**config.mk**
```make
export PLATFORM = sky130hd
export DESIGN_NAME = waveform_row_span_generator
export DESIGN_NICKNAME = d
export VERILOG_FILES = /design/src/hdl/wrsg_pkg.sv /design/src/hdl/wrsg_recip.sv /design/src/hdl/wrsg_front.sv /design/src/hdl/wrsg_queue.sv /design/src/hdl/wrsg_back.sv /design/src/hdl/waveform_row_span_generator.sv
export SDC_FILE = /design/constraint.sdc
export NUM_CORES = 2
export LEC_CHECK = 0
export CAP_MARGIN = 20
export CORE_AREA = 2 2 346 280
export DETAILED_ROUTE_END_ITERATION = 10
export DIE_AREA = 0 0 348 282
export DONT_BUFFER_PORTS = 1
export MAX_ROUTING_LAYER = met4
export PLACE_DENSITY_LB_ADDON = 0.05
export SYNTH_ARGS = -nofsm -noshare
export SYNTH_HDL_FRONTEND = slang
export SYNTH_SLANG_ARGS = --single-unit
```
**constraint.sdc**
```tcl
create_clock -name clk_i -period 15.6 [get_ports clk_i]
set_input_delay 3.12 -clock clk_i [delete_from_list [all_inputs] [get_ports clk_i]]
set_output_delay 3.12 -clock clk_i [all_outputs]
set_load 0.03 [all_outputs]
```
**src/hdl/wrsg_pkg.sv**
```systemverilog
// Shared types, constants and helpers for the waveform row span generator.
package wrsg_pkg;

  // Field widths
  localparam int unsigned SAMPLE_W = 16;
  localparam int unsigned EDGE_W   = 10;
  localparam int unsigned COL_W    = 11;
  localparam int unsigned LUM_W    = 8;
  localparam int unsigned CX_W     = COL_W - 1;
  // Signed working width of scaled edges and column sums
  localparam int unsigned ACC_W    = COL_W + 1;
  localparam int unsigned PROD_W   = SAMPLE_W + COL_W;

  // Width saturation limits
  localparam int unsigned MAX_WIDTH   = 1024;
  localparam int unsigned MIN_WIDTH   = 4;
  localparam int unsigned WIDTH_LIMIT = (MAX_WIDTH > (2 ** COL_W) - 1) ?
                                        (2 ** COL_W) - 1 : MAX_WIDTH;
  localparam logic [COL_W-1:0] MAX_W_C   = COL_W'(WIDTH_LIMIT);
  localparam logic [COL_W-1:0] MIN_W_C   = COL_W'(MIN_WIDTH);
  localparam logic [COL_W-1:0] RESET_W_C = COL_W'(256);

  // Intensity scalar: (255 << 16) * 2 / w
  localparam int unsigned LUM_FULL    = 255;
  localparam int unsigned SCALE_NUM_I = LUM_FULL * 65536 * 2;
  localparam int unsigned SCALE_W     = $clog2(SCALE_NUM_I + 1);
  localparam int unsigned DIV_CNT_W   = $clog2(SCALE_W);
  localparam logic [SCALE_W-1:0] SCALE_NUM    = SCALE_W'(SCALE_NUM_I);
  localparam logic [SCALE_W-1:0] RESET_SCALAR = SCALE_W'(SCALE_NUM_I / 256);
  localparam int unsigned LUM_PROD_W  = COL_W + SCALE_W;
  localparam int unsigned LUM_SHIFT   = 16;

  // Row queue
  localparam int unsigned QDEPTH = 4;
  localparam int unsigned QPTR_W = $clog2(QDEPTH);

  // Sample extremes
  localparam logic signed [SAMPLE_W-1:0] SAMPLE_MAX = {1'b0, {(SAMPLE_W-1){1'b1}}};
  localparam logic signed [SAMPLE_W-1:0] SAMPLE_MIN = {1'b1, {(SAMPLE_W-1){1'b0}}};

  // Configuration register indexes
  typedef enum logic [1:0] {
    CFG_RENDER_WIDTH   = 2'd0,
    CFG_SHAPE_MODE     = 2'd1,
    CFG_INTENSITY_MODE = 2'd2
  } cfg_idx_e;

  // Closed row extremes
  typedef struct packed {
    logic signed [SAMPLE_W-1:0] row_min;
    logic signed [SAMPLE_W-1:0] row_max;
  } row_t;

  // Row queue status
  typedef struct packed {
    logic full;
    logic empty;
  } q_status_t;

  // Derived geometry and modes for the back end
  typedef struct packed {
    logic [CX_W-1:0]    cx;
    logic [CX_W-1:0]    wh;
    logic               shape_mode;
    logic               intensity_mode;
    logic [SCALE_W-1:0] scalar;
  } geom_t;

  // Saturate a width to the supported range
  function automatic logic [COL_W-1:0] clamp_width(input logic [COL_W-1:0] w);
    logic [COL_W-1:0] r;
    if (w < MIN_W_C) begin
      r = MIN_W_C;
    end else if (w > MAX_W_C) begin
      r = MAX_W_C;
    end else begin
      r = w;
    end
    return r;
  endfunction

endpackage

```
**src/hdl/wrsg_recip.sv**
```systemverilog
// Restoring divider that derives the intensity scalar from the row width.
module wrsg_recip (
  input  logic                           clk_i,
  input  logic                           rst_ni,
  input  logic                           start_i,
  input  logic [wrsg_pkg::COL_W-1:0]     divisor_i,
  output logic                           busy_o,
  output logic [wrsg_pkg::SCALE_W-1:0]   scalar_o
);

  logic                             busy_q, busy_d;
  logic [wrsg_pkg::SCALE_W-1:0]     scalar_q, scalar_d;
  logic [wrsg_pkg::SCALE_W-1:0]     quo_q, quo_d;
  logic [wrsg_pkg::COL_W-1:0]       rem_q, rem_d;
  logic [wrsg_pkg::COL_W-1:0]       div_q, div_d;
  logic [wrsg_pkg::DIV_CNT_W-1:0]   cnt_q, cnt_d;
  logic [wrsg_pkg::COL_W:0]         trial;
  logic                             fits;
  logic [wrsg_pkg::SCALE_W-1:0]     quo_next;

  // One quotient bit per cycle
  always_comb begin
    trial    = {rem_q, quo_q[wrsg_pkg::SCALE_W-1]};
    fits     = (trial >= {1'b0, div_q});
    quo_next = {quo_q[wrsg_pkg::SCALE_W-2:0], fits};
  end

  always_comb begin
    busy_d   = busy_q;
    scalar_d = scalar_q;
    quo_d    = quo_q;
    rem_d    = rem_q;
    div_d    = div_q;
    cnt_d    = cnt_q;
    if (start_i) begin
      busy_d = 1'b1;
      quo_d  = wrsg_pkg::SCALE_NUM;
      rem_d  = '0;
      div_d  = divisor_i;
      cnt_d  = wrsg_pkg::DIV_CNT_W'(wrsg_pkg::SCALE_W - 1);
    end else if (busy_q) begin
      quo_d = quo_next;
      rem_d = fits ? wrsg_pkg::COL_W'(trial - {1'b0, div_q})
                   : trial[wrsg_pkg::COL_W-1:0];
      cnt_d = cnt_q - 1'b1;
      if (cnt_q == '0) begin
        busy_d   = 1'b0;
        scalar_d = quo_next;
      end
    end
  end

  // Control and the scalar itself reset; the datapath does not
  always_ff @(posedge clk_i or negedge rst_ni) begin
    if (!rst_ni) begin
      busy_q   <= 1'b0;
      scalar_q <= wrsg_pkg::RESET_SCALAR;
    end else begin
      busy_q   <= busy_d;
      scalar_q <= scalar_d;
    end
  end

  always_ff @(posedge clk_i) begin
    quo_q <= quo_d;
    rem_q <= rem_d;
    div_q <= div_d;
    cnt_q <= cnt_d;
  end

  assign busy_o   = busy_q;
  assign scalar_o = scalar_q;

endmodule

```
**src/hdl/wrsg_front.sv**
```systemverilog
// Front end: takes sample requests and tracks the running row extremes.
module wrsg_front (
  input  logic                                clk_i,
  input  logic                                rst_ni,
  input  logic                                in_valid_i,
  output logic                                in_stall_o,
  input  logic signed [wrsg_pkg::SAMPLE_W-1:0] sample_i,
  input  logic                                sample_valid_i,
  input  logic                                row_end_i,
  input  logic                                hold_i,
  output logic                                push_o,
  output wrsg_pkg::row_t                      row_o
);

  logic signed [wrsg_pkg::SAMPLE_W-1:0] min_q, min_d;
  logic signed [wrsg_pkg::SAMPLE_W-1:0] max_q, max_d;
  logic signed [wrsg_pkg::SAMPLE_W-1:0] min_upd, max_upd;
  logic                                 accept;

  assign in_stall_o = hold_i;
  assign accept     = in_valid_i && !hold_i;

  // Fold the sample in, then close the row if asked
  always_comb begin
    min_upd = min_q;
    max_upd = max_q;
    if (sample_valid_i) begin
      if (sample_i < min_q) min_upd = sample_i;
      if (sample_i > max_q) max_upd = sample_i;
    end
    min_d = min_q;
    max_d = max_q;
    if (accept) begin
      if (row_end_i) begin
        min_d = wrsg_pkg::SAMPLE_MAX;
        max_d = wrsg_pkg::SAMPLE_MIN;
      end else begin
        min_d = min_upd;
        max_d = max_upd;
      end
    end
  end

  assign push_o      = accept && row_end_i;
  assign row_o.row_min = min_upd;
  assign row_o.row_max = max_upd;

  always_ff @(posedge clk_i or negedge rst_ni) begin
    if (!rst_ni) begin
      min_q <= wrsg_pkg::SAMPLE_MAX;
      max_q <= wrsg_pkg::SAMPLE_MIN;
    end else begin
      min_q <= min_d;
      max_q <= max_d;
    end
  end

endmodule

```
**src/hdl/wrsg_queue.sv**
```systemverilog
// Short queue of closed rows between the front and back ends.
module wrsg_queue (
  input  logic                 clk_i,
  input  logic                 rst_ni,
  input  logic                 push_i,
  input  wrsg_pkg::row_t       push_row_i,
  input  logic                 pop_i,
  output wrsg_pkg::row_t       head_o,
  output wrsg_pkg::q_status_t  status_o
);

  wrsg_pkg::row_t                    mem_q [wrsg_pkg::QDEPTH];
  logic [wrsg_pkg::QPTR_W-1:0]       wr_ptr_q, wr_ptr_d;
  logic [wrsg_pkg::QPTR_W-1:0]       rd_ptr_q, rd_ptr_d;
  logic [wrsg_pkg::QPTR_W:0]         cnt_q, cnt_d;

  // Pointer and fill count update
  always_comb begin
    wr_ptr_d = wr_ptr_q;
    rd_ptr_d = rd_ptr_q;
    cnt_d    = cnt_q;
    if (push_i) wr_ptr_d = wr_ptr_q + 1'b1;
    if (pop_i)  rd_ptr_d = rd_ptr_q + 1'b1;
    if (push_i && !pop_i) begin
      cnt_d = cnt_q + 1'b1;
    end else if (pop_i && !push_i) begin
      cnt_d = cnt_q - 1'b1;
    end
  end

  always_ff @(posedge clk_i or negedge rst_ni) begin
    if (!rst_ni) begin
      wr_ptr_q <= '0;
      rd_ptr_q <= '0;
      cnt_q    <= '0;
    end else begin
      wr_ptr_q <= wr_ptr_d;
      rd_ptr_q <= rd_ptr_d;
      cnt_q    <= cnt_d;
    end
  end

  // Entry storage
  always_ff @(posedge clk_i) begin
    if (push_i) mem_q[wr_ptr_q] <= push_row_i;
  end

  assign head_o         = mem_q[rd_ptr_q];
  assign status_o.full  = (cnt_q == (wrsg_pkg::QPTR_W+1)'(wrsg_pkg::QDEPTH));
  assign status_o.empty = (cnt_q == '0);

endmodule

```
**src/hdl/wrsg_back.sv**
```systemverilog
// Back end: scales, clamps and shapes each closed row into a span result.
module wrsg_back (
  input  logic                                clk_i,
  input  logic                                rst_ni,
  input  wrsg_pkg::row_t                      head_i,
  input  wrsg_pkg::q_status_t                 q_status_i,
  output logic                                pop_o,
  input  wrsg_pkg::geom_t                     geom_i,
  output logic                                out_valid_o,
  input  logic                                out_stall_i,
  output logic signed [wrsg_pkg::EDGE_W-1:0]  edge_low_o,
  output logic signed [wrsg_pkg::EDGE_W-1:0]  edge_high_o,
  output logic [wrsg_pkg::COL_W-1:0]          span_left_o,
  output logic [wrsg_pkg::COL_W-1:0]          span_right_o,
  output logic [wrsg_pkg::LUM_W-1:0]          intensity_o
);

  localparam int unsigned ACC_W  = wrsg_pkg::ACC_W;
  localparam int unsigned PROD_W = wrsg_pkg::PROD_W;

  logic advance;
  logic v1_q, v2_q, v3_q;

  // Stage 1: products of the extremes and the half width
  logic signed [PROD_W-1:0] prod_lo_q, prod_hi_q;
  logic signed [PROD_W-1:0] prod_lo_d, prod_hi_d;
  logic signed [wrsg_pkg::COL_W-1:0] wh_s;

  // Stage 2: clamped edges, magnitude and span
  logic signed [ACC_W-1:0] lo_raw, hi_raw, lo_cl, hi_cl, lo_e, hi_e;
  logic signed [ACC_W-1:0] wh_a, cx_a, abs_lo, abs_hi, mag_a, left_a, right_a;
  logic [wrsg_pkg::COL_W-1:0] mag_d, mag_q;
  logic signed [wrsg_pkg::EDGE_W-1:0] lo2_q, hi2_q;
  logic [wrsg_pkg::COL_W-1:0] left2_q, right2_q;

  // Stage 3: intensity product and result registers
  logic [wrsg_pkg::LUM_PROD_W-1:0] lum_prod;
  logic [wrsg_pkg::LUM_W-1:0]      lum_d;
  logic signed [wrsg_pkg::EDGE_W-1:0] lo3_q, hi3_q;
  logic [wrsg_pkg::COL_W-1:0] left3_q, right3_q;
  logic [wrsg_pkg::LUM_W-1:0] lum3_q;

  // Whole pipeline moves when the result slot is free
  assign advance = !v3_q || !out_stall_i;
  assign pop_o   = advance && !q_status_i.empty;

  always_ff @(posedge clk_i or negedge rst_ni) begin
    if (!rst_ni) begin
      v1_q <= 1'b0;
      v2_q <= 1'b0;
      v3_q <= 1'b0;
    end else if (advance) begin
      v1_q <= pop_o;
      v2_q <= v1_q;
      v3_q <= v2_q;
    end
  end

  // Stage 1 multiply, operands sign-extended to the product width
  always_comb begin
    wh_s      = $signed({1'b0, geom_i.wh});
    prod_lo_d = PROD_W'($signed(head_i.row_min)) * PROD_W'(wh_s);
    prod_hi_d = PROD_W'($signed(head_i.row_max)) * PROD_W'(wh_s);
  end

  always_ff @(posedge clk_i) begin
    if (advance) begin
      prod_lo_q <= prod_lo_d;
      prod_hi_q <= prod_hi_d;
    end
  end

  // Stage 2: floor shift, clamp, empty row check, span
  always_comb begin
    lo_raw = prod_lo_q[PROD_W-1 -: ACC_W];
    hi_raw = prod_hi_q[PROD_W-1 -: ACC_W];
    wh_a   = $signed({2'b00, geom_i.wh});
    cx_a   = $signed({2'b00, geom_i.cx});
    lo_cl  = (lo_raw < -wh_a) ? -wh_a : ((lo_raw > wh_a) ? wh_a : lo_raw);
    hi_cl  = (hi_raw < -wh_a) ? -wh_a : ((hi_raw > wh_a) ? wh_a : hi_raw);
    if (hi_raw >= lo_raw) begin
      lo_e = lo_cl;
      hi_e = hi_cl;
    end else begin
      lo_e = '0;
      hi_e = '0;
    end
    abs_lo = (lo_e < 0) ? -lo_e : lo_e;
    abs_hi = (hi_e < 0) ? -hi_e : hi_e;
    mag_a  = (abs_lo > abs_hi) ? abs_lo : abs_hi;
    if (geom_i.shape_mode) begin
      left_a  = cx_a + ((lo_e < 0) ? lo_e : '0);
      right_a = cx_a + ((hi_e > 0) ? hi_e : '0);
    end else begin
      left_a  = cx_a - mag_a;
      right_a = cx_a + mag_a;
    end
    mag_d = mag_a[wrsg_pkg::COL_W-1:0];
  end

  always_ff @(posedge clk_i) begin
    if (advance) begin
      lo2_q    <= lo_e[wrsg_pkg::EDGE_W-1:0];
      hi2_q    <= hi_e[wrsg_pkg::EDGE_W-1:0];
      left2_q  <= left_a[wrsg_pkg::COL_W-1:0];
      right2_q <= right_a[wrsg_pkg::COL_W-1:0];
      mag_q    <= mag_d;
    end
  end

  // Stage 3: intensity
  always_comb begin
    lum_prod = wrsg_pkg::LUM_PROD_W'(mag_q) * wrsg_pkg::LUM_PROD_W'(geom_i.scalar);
    if (geom_i.intensity_mode) begin
      lum_d = lum_prod[wrsg_pkg::LUM_SHIFT +: wrsg_pkg::LUM_W];
    end else begin
      lum_d = wrsg_pkg::LUM_W'(wrsg_pkg::LUM_FULL);
    end
  end

  always_ff @(posedge clk_i) begin
    if (advance) begin
      lo3_q    <= lo2_q;
      hi3_q    <= hi2_q;
      left3_q  <= left2_q;
      right3_q <= right2_q;
      lum3_q   <= lum_d;
    end
  end

  assign out_valid_o  = v3_q;
  assign edge_low_o   = lo3_q;
  assign edge_high_o  = hi3_q;
  assign span_left_o  = left3_q;
  assign span_right_o = right3_q;
  assign intensity_o  = lum3_q;

endmodule

```
**src/hdl/waveform_row_span_generator.sv**
```systemverilog
// Top level of the waveform row span generator: config, front, queue, back.
//
//  Channel | Direction | Handshake               | Payload
//  --------+-----------+-------------------------+-----------------------------------
//  in      | in        | in_valid_i / in_stall_o | sample_i, sample_valid_i, row_end_i
//  out     | out       | out_valid_o/out_stall_i | edge_low_o, edge_high_o,
//          |           |                         | span_left_o, span_right_o, intensity_o
//  cfg     | in        | cfg_we_i                | cfg_index_i, cfg_data_i
//
//  One sample request per cycle while in_stall_o is low. out_valid_o rises after
//  a taken row end is written to the queue and passes the three back-end stages.
//  Writing render_width starts a restoring divider for the intensity scalar;
//  input stalls while the write is presented and while the divider is busy.
//  Reset empties the queue and pipeline, restores the register defaults and
//  the scalar for a width of 256. Output stall freezes the back end while
//  out_valid_o is high; the 4-row queue lets input run until full.
module waveform_row_span_generator (
  input  logic                                clk_i,
  input  logic                                rst_ni,
  input  logic                                in_valid_i,
  output logic                                in_stall_o,
  input  logic signed [wrsg_pkg::SAMPLE_W-1:0] sample_i,
  input  logic                                sample_valid_i,
  input  logic                                row_end_i,
  output logic                                out_valid_o,
  input  logic                                out_stall_i,
  output logic signed [wrsg_pkg::EDGE_W-1:0]  edge_low_o,
  output logic signed [wrsg_pkg::EDGE_W-1:0]  edge_high_o,
  output logic [wrsg_pkg::COL_W-1:0]          span_left_o,
  output logic [wrsg_pkg::COL_W-1:0]          span_right_o,
  output logic [wrsg_pkg::LUM_W-1:0]          intensity_o,
  input  logic                                cfg_we_i,
  input  logic [1:0]                          cfg_index_i,
  input  logic [wrsg_pkg::COL_W-1:0]          cfg_data_i
);

  logic [wrsg_pkg::COL_W-1:0] render_width_q;
  logic                       shape_mode_q;
  logic                       intensity_mode_q;
  logic [wrsg_pkg::COL_W-1:0] width_eff;
  logic                       width_wr;
  logic                       div_busy;
  logic [wrsg_pkg::SCALE_W-1:0] scalar;
  wrsg_pkg::geom_t            geom;
  wrsg_pkg::q_status_t        q_status;
  wrsg_pkg::row_t             push_row, head_row;
  logic                       push, pop, hold;

  // Configuration registers
  assign width_wr = cfg_we_i &&
                    (wrsg_pkg::cfg_idx_e'(cfg_index_i) == wrsg_pkg::CFG_RENDER_WIDTH);

  always_ff @(posedge clk_i or negedge rst_ni) begin
    if (!rst_ni) begin
      render_width_q   <= wrsg_pkg::RESET_W_C;
      shape_mode_q     <= 1'b0;
      intensity_mode_q <= 1'b0;
    end else if (cfg_we_i) begin
      unique case (wrsg_pkg::cfg_idx_e'(cfg_index_i))
        wrsg_pkg::CFG_RENDER_WIDTH:   render_width_q   <= cfg_data_i;
        wrsg_pkg::CFG_SHAPE_MODE:     shape_mode_q     <= cfg_data_i[0];
        wrsg_pkg::CFG_INTENSITY_MODE: intensity_mode_q <= cfg_data_i[0];
        default: ;
      endcase
    end
  end

  // Intensity scalar from the saturated width
  wrsg_recip u_recip (
    .clk_i     (clk_i),
    .rst_ni    (rst_ni),
    .start_i   (width_wr),
    .divisor_i (wrsg_pkg::clamp_width(cfg_data_i)),
    .busy_o    (div_busy),
    .scalar_o  (scalar)
  );

  // Row geometry
  always_comb begin
    width_eff           = wrsg_pkg::clamp_width(render_width_q);
    geom.cx             = width_eff[wrsg_pkg::COL_W-1:1];
    geom.wh             = width_eff[wrsg_pkg::COL_W-1:1] - 1'b1;
    geom.shape_mode     = shape_mode_q;
    geom.intensity_mode = intensity_mode_q;
    geom.scalar         = scalar;
  end

  assign hold = q_status.full || div_busy || width_wr;

  wrsg_front u_front (
    .clk_i          (clk_i),
    .rst_ni         (rst_ni),
    .in_valid_i     (in_valid_i),
    .in_stall_o     (in_stall_o),
    .sample_i       (sample_i),
    .sample_valid_i (sample_valid_i),
    .row_end_i      (row_end_i),
    .hold_i         (hold),
    .push_o         (push),
    .row_o          (push_row)
  );

  wrsg_queue u_queue (
    .clk_i      (clk_i),
    .rst_ni     (rst_ni),
    .push_i     (push),
    .push_row_i (push_row),
    .pop_i      (pop),
    .head_o     (head_row),
    .status_o   (q_status)
  );

  wrsg_back u_back (
    .clk_i        (clk_i),
    .rst_ni       (rst_ni),
    .head_i       (head_row),
    .q_status_i   (q_status),
    .pop_o        (pop),
    .geom_i       (geom),
    .out_valid_o  (out_valid_o),
    .out_stall_i  (out_stall_i),
    .edge_low_o   (edge_low_o),
    .edge_high_o  (edge_high_o),
    .span_left_o  (span_left_o),
    .span_right_o (span_right_o),
    .intensity_o  (intensity_o)
  );

endmodule
```
# Yosys cells after proc, flatten, opt, wreduce, memory -nomap -nowiden
# Memories as Yosys holds them, arrays and structs flattened.
# Cells that the tools add are included.
# classes
add_sub_neg	14
mul	3
n_div	0
order_cmp	16
n_eq_ne	3
shift	0
mux	30
n_bitwise	1
reduce_logical	24
# op_table
op	n
11-bit 2-to-1 mux	9
12-bit 2-to-1 mux	8
16-bit 2-to-1 mux	6
16-bit by 11-bit multiplier with 27-bit output	2
11-bit by 25-bit multiplier with 24-bit output	1
12-bit by 11-bit > comparator with 1-bit output	2
12-bit by 1-bit < comparator with 1-bit output, second input constant	2
12-bit < comparator	2
12-bit negator	2
10-bit by 11-bit adder with 11-bit output	2
11-bit > comparator, second input constant	2
11-bit by 3-bit < comparator with 1-bit output, second input constant	2
11-bit subtractor	2
16-bit > comparator	1
16-bit < comparator	1
12-bit by 11-bit >= comparator with 1-bit output	1
12-bit >= comparator	1
12-bit by 1-bit > comparator with 1-bit output, second input constant	1
12-bit > comparator	1
10-bit negator with 12-bit output	1
11-bit adder	1
10-bit by 1-bit subtractor with 10-bit output, second input constant	1
1-bit logical AND	6
1-bit zero test	6
18 further kinds	28
# word_totals
regBits	290
latch_bits	0
ram_bits	128
romBits	0
elab_cells	122
memories	1
# mem_list
memory	depth	word_bits	read_ports	rd_ports_with_merged_regs	write_ports	line_no	text
u_queue.mem_q	4	32	1	0	1	wrsg_queue.sv:12	wrsg_pkg::row_t mem_q [wrsg_pkg::QDEPTH];

# Logic depth before layout (Yosys ltp)
# depth
depth_word	14
ltp_mapped	63
depth_no_buf	57

# By module
# A second synthesis with hierarchy kept.
# unflattened
cells_unflattened	3596
area_unflattened_um2	37853.8
# modules_own_cells
module	instances	cells_per_inst	area_per_inst_um2	seq_area_each_um2
wrsg_back	1	2706	25639.6	3888.7
wrsg_queue	1	202	5059.9	4018.9
wrsg_recip	1	309	3554.7	1811.7
wrsg_front	1	277	2665.1	820.8
waveform_row_span_generator	1	102	934.6	326.6

# Worst setup path after synthesis
# No wires, ideal clock.
# synth_timing
path_type	register to register
startpoint	register render_width_q[5] (netlist bit)
endpoint	register u_back.right2_q[10] (netlist bit), data pin
setup_time_ns	0.272
t_arrival_ns	10.994
required_ns	15.328
setup_slack_ns	4.334
path_stages_with_launch	61
period_less_slack_ns	11.266
path_cell_list	dfrtp_1 clkbuf_1 nor4_2 nand2_1 nor2_1 o21a_1 buf_1 inv_1 ha_1 nor4b_1 nand4_1 nor2_1 nand3_1 nor2_1 xnor2_1 ha_1 a21o_1 a211o_1 (+25 left out) o21ai_1 ha_1 inv_1 fa_1 inv_1 a21oi_1 nor2_1 o21a_1 o21ai_0 a21boi_0 nor2_1 nor2_1 nor2_1 o21bai_1 a21o_1 nand2_1 a2111oi_1 a211oi_1
# synth_via
elab_chain_cells	14
elab_cells_between_ends	29
cone_classes	add/sub: 6; order compare: 10; mux: 13
# synth_lines
element	line_no	text
start, declared	waveform_row_span_generator.sv:37	logic [wrsg_pkg::COL_W-1:0] render_width_q;
start signal, assigned	waveform_row_span_generator.sv:55	render_width_q <= wrsg_pkg::RESET_W_C;
start signal, assigned	waveform_row_span_generator.sv:60	wrsg_pkg::CFG_RENDER_WIDTH: render_width_q <= cfg_data_i;
11-bit > comparator	wrsg_pkg.sv:74	end else if (w > MAX_W_C) begin
11-bit 2-to-1 mux	wrsg_pkg.sv:74	
11-bit 2-to-1 mux (*)	wrsg_pkg.sv:72	if (w < MIN_W_C) begin
10-bit by 1-bit subtractor with 10-bit output (*)	waveform_row_span_generator.sv:82	geom.wh = width_eff[wrsg_pkg::COL_W-1:1] - 1'b1;
10-bit negator with 12-bit output / 12-bit by 11-bit > comparator with 1-bit output (equally long branches)	wrsg_back.sv:80	hi_cl = (hi_raw < -wh_a) ? -wh_a : ((hi_raw > wh_a) ? wh_a : hi_raw);
12-bit < comparator / 12-bit 2-to-1 mux (equally long branches)	wrsg_back.sv:80	
12-bit 2-to-1 mux (*)	wrsg_back.sv:80	
12-bit 2-to-1 mux (*)	wrsg_back.sv:81	if (hi_raw >= lo_raw) begin
12-bit negator / 12-bit by 1-bit < comparator with 1-bit output (equally long branches)	wrsg_back.sv:89	abs_hi = (hi_e < 0) ? -hi_e : hi_e;
12-bit 2-to-1 mux (*)	wrsg_back.sv:89	
net u_back.abs_hi[0]	wrsg_back.sv:31	logic signed [ACC_W-1:0] wh_a, cx_a, abs_lo, abs_hi, mag_a, left_a, right_a;
12-bit > comparator	wrsg_back.sv:90	mag_a = (abs_lo > abs_hi) ? abs_lo : abs_hi;
11-bit 2-to-1 mux (*)	wrsg_back.sv:90	
net u_back.mag_a[0]	wrsg_back.sv:31	
11-bit adder (*)	wrsg_back.sv:96	right_a = cx_a + mag_a;
11-bit 2-to-1 mux (*)	wrsg_back.sv:91	if (geom_i.shape_mode) begin
net u_back.right_a[10]	wrsg_back.sv:31	
end signal, assigned	wrsg_back.sv:106	right2_q <= right_a[wrsg_pkg::COL_W-1:0];
end, declared	wrsg_back.sv:34	logic [wrsg_pkg::COL_W-1:0] left2_q, right2_q;
# Mark *: on every way through the listed nets, which the timed path passes. The rest lies on a longest branch.
# A chain may end at the register's enable or synchronous reset.

# Final worst setup path
# layout_timing
startpoint	register render_width_q[5] (netlist bit)
endpoint	register u_back.right2_q[10] (netlist bit), data pin
# layout_via
elab_chain_cells	14
elab_cells_between_ends	29
cone_classes	add/sub: 6; order compare: 10; mux: 13
# layout_lines
element	line_no	text
11-bit > comparator	wrsg_pkg.sv:74	
11-bit 2-to-1 mux	wrsg_pkg.sv:74	
11-bit 2-to-1 mux (*)	wrsg_pkg.sv:72	
10-bit by 1-bit subtractor with 10-bit output (*)	waveform_row_span_generator.sv:82	
10-bit negator with 12-bit output (tied with other cells)	wrsg_back.sv:79, wrsg_back.sv:80	
12-bit < comparator (tied with other cells)	wrsg_back.sv:79	lo_cl = (lo_raw < -wh_a) ? -wh_a : ((lo_raw > wh_a) ? wh_a : lo_raw);
12-bit 2-to-1 mux (on tied branches)	wrsg_back.sv:79, wrsg_back.sv:80	
12-bit 2-to-1 mux	wrsg_back.sv:81	
12-bit negator (tied with other cells)	wrsg_back.sv:88	abs_lo = (lo_e < 0) ? -lo_e : lo_e;
12-bit 2-to-1 mux (on tied branches)	wrsg_back.sv:88, wrsg_back.sv:89	
12-bit > comparator	wrsg_back.sv:90	
11-bit 2-to-1 mux (*)	wrsg_back.sv:90	
net u_back.mag_a[0]	wrsg_back.sv:31	
11-bit adder (*)	wrsg_back.sv:96	
11-bit 2-to-1 mux (*)	wrsg_back.sv:91	
net u_back.right_a[10]	wrsg_back.sv:31	
# Marked as above.

==> impl_metrics.env <==
export IMPL_netlist_instances=3820
export IMPL_fin_setup_tns_ns=0
export IMPL_cts_hold_buffers=0
export IMPL_coreArea_um2=94400
export IMPL_skew_ns=0.0275
export IMPL_route_detailed_drc=0
export IMPL_gp_congestion=0.915
export IMPL_io_pins=88
export IMPL_wirelength_mm=104
export IMPL_firstDrtPassIters=5
export IMPL_max_cap_viol_count=0
export IMPL_area_growth_pct=8.01
export IMPL_grt_pass1_wl_mm=164
export IMPL_dp_cells=4954
export IMPL_grt_max_degree=81
export IMPL_path_class="flop to flop"
export IMPL_cts_resized=0
export IMPL_root_buffer="clkbuf_16"
export IMPL_period_share_pct=85.9
export IMPL_dpl_hpwl_mm=78.3
export IMPL_slew_headroom_pct=25.6
export IMPL_routedWlPerCell_um=20.5
export IMPL_synth_warning_count=0
export IMPL_num_rows=101
export IMPL_clk_path_buf_depth=3
export IMPL_via_per_inst=5.20
export IMPL_cts_sink_count=387
export IMPL_max_stage_delay_ns=0.67
export IMPL_layout_drive_gt1_share_pct=6.96
export IMPL_grt_setup_unrepaired="false"
export IMPL_ys_async_sr_fraction_pct=20.7
export IMPL_track_usage_pct=22.4
export IMPL_ys_seq_elements=387
export IMPL_ys_types=94
export IMPL_path_buf_inv=5
export IMPL_synth_edf_count=266
export IMPL_syn_area_um2=37600
export IMPL_drtIter0Drc=1832
export IMPL_fill_cells=9189
export IMPL_nets=4554
export IMPL_critical_path_max_fanout=23
export IMPL_cp_top_family="simple AND/OR/NAND/NOR gates"
export IMPL_cts_clk_slew_worst_paths_ns=0.06
export IMPL_crit_path_top_delay_cell="nor4_2"
export IMPL_final_cells=5047
export IMPL_io_buffer_count=0
export IMPL_cp_start_kind="flop"
export IMPL_cts_tree="done"
export IMPL_die_x_um=348
export IMPL_antenna_left=0
export IMPL_status="completed"
export IMPL_cp_common_cell="nor2_1"
export IMPL_hold_path_class="flop to flop"
export IMPL_post_cts_setup_buffers=0
export IMPL_final_hold_violation_count=0
export IMPL_postSynthAreaPerCell_um2=9.85
export IMPL_hold_ws_ns=0.419
export IMPL_crit_required_ns=15.94
export IMPL_setup_viol=0
export IMPL_clkLatencyLatePin_ns=0.61
export IMPL_grt_pass1_vias=26696
export IMPL_ctsHtreeMaxLevel=2
export IMPL_synth_fp_nets=4601
export IMPL_worstMarginPinSlew_ns=1.10
export IMPL_period_minus_slack_ns=13.40
export IMPL_die_h_um=282
export IMPL_cts_buffers=45
export IMPL_synthFlopType="edfxtp_1"
export IMPL_dieArea_um2=98100
export IMPL_grt_overflow=0
export IMPL_maxSlewViolCount=0
export IMPL_fmaxAchievable_mhz=74.6
export IMPL_num_vias=26228
export IMPL_critPathCaptureType="flop"
export IMPL_worstPathArrival_ns=13.74
export IMPL_antenna_found_initial=1
export IMPL_start_util_pct=39.8
export IMPL_seq_area_frac_synth_pct=28.8
[logic make-up after synthesis]
family	share of synthesized area, %
DFF	28.8
adders and majority gates	33.6
xor gates and xnor gates	2.77
buffers and inverters	7.48
AOI/OAI and AO/OA	9.86
muxes	3.98
and+or+nand+nor	13.5
[flip-flops by register name, indices dropped and copies added (netlist names), 12 cells and up]
name	cells
u_back.prod_lo_q	12
u_recip.quo_q	25
u_front.max_q	16
u_queue.mem_q	128
u_recip.scalar_o	24
u_front.min_q	16
u_back.prod_hi_q	12
[cells in the mapped netlist (61+ instances only)]
library cell | number | area share, %
edfxtp_1 | 266 | 21
o21ai_0 | 147 | 2.0
nand2_1 | 448 | 4.5
inv_1 | 577 | 5.8
nor2_1 | 356 | 3.6
fa_1 | 438 | 23
clkbuf_1 | 129 | 1.3
ha_1 | 307 | 10
a21oi_1 | 107 | 1.4
xnor2_1 | 80 | 1.9
mux2_2 | 61 | 1.8
and2_1 | 102 | 1.7
mux2i_1 | 72 | 1.9
[worst paths after layout]
kind	start	endpoint	slack, ns	cells after the start
min in group asynchronous	rst_ni	u_front.max_q[6]	2.23	0
max in group asynchronous	rst_ni	u_recip.scalar_o[9]	13.09	0
setup reg to reg	render_width_q[5]	u_back.right2_q[10]	2.20	51
hold / removal	u_back.hi2_q[6]	u_back.edge_high_o[6]	0.42	0
hold reg to reg	u_back.hi2_q[6]	u_back.edge_high_o[6]	0.42	0
setup / recovery	render_width_q[5]	u_back.right2_q[10]	2.20	51
[routing by layer]
metal | GRT usage, % | share of wire [%] | vias to the layer above
li1 | - | - | 12484
met4 | 3.73 | 1.3 | 0
met2 | 31.0 | 40 | 603
met5 | - | 0 | -
met3 | 3.01 | 5.4 | 88
met1 | 34.9 | 53 | 13053
[layout by cell type (no fill, tap or decap), drive strengths merged, types with 18 or more instances in the layout]
cell type	netlist	routed
buf	25	55
xor2	37	37
inv	580	584
nand3	32	32
nor2b	33	33
dfrtp	55	55
edfxtp	266	266
mux2	63	63
xnor2	81	81
o21a	50	50
a21oi	107	107
clkbuf	129	58
a21o	47	47
nand4	20	20
dfxtp	41	41
nor3	33	33
fa	438	438
mux2i	72	72
and2	102	102
o21ai	161	161
nand2b	24	24
clkinv	3	22
a211oi	23	23
nand2	448	448
ha	307	307
dfstp	25	25
and3	18	18
o31ai	19	19
nor2	357	357
[area by class of cell]
class / count / area, µm² / share of cell area, %
flip-flops and latches: 387 / 10800 / 26.7
well taps: 1236 / 1550 / 3.81
repair buffers: 60 / 488 / 1.20
clock buffers: 53 / 1180 / 2.90
clock inverters: 31 / 349 / 0.859
multi-input cells: 2696 / 24000 / 59.1
inverters: 583 / 2190 / 5.40
diodes: 1 / 2.50 / 0.00616
[per-stage QoR]
| stage | worst slack (ns) | util [%] | cell area, µm² |
|---|---|---|---|
| 6_report | 2.20 | 43.0 | 40600 |
| 5_1_grt | 1.19 | 43.0 | 40600 |
| 4_1_cts | 2.46 | 42.9 | 40500 |
| 3_5_place_dp | 2.50 | 41.3 | 39000 |
| 3_3_place_gp | 2.66 | 41.3 | 39000 |
| 2_1_floorplan | 4.33 | - | 37600 |
Power is left out: the tool's default activity adds up to more than one toggle a clock period on the data nets, which glitch-free logic cannot reach.
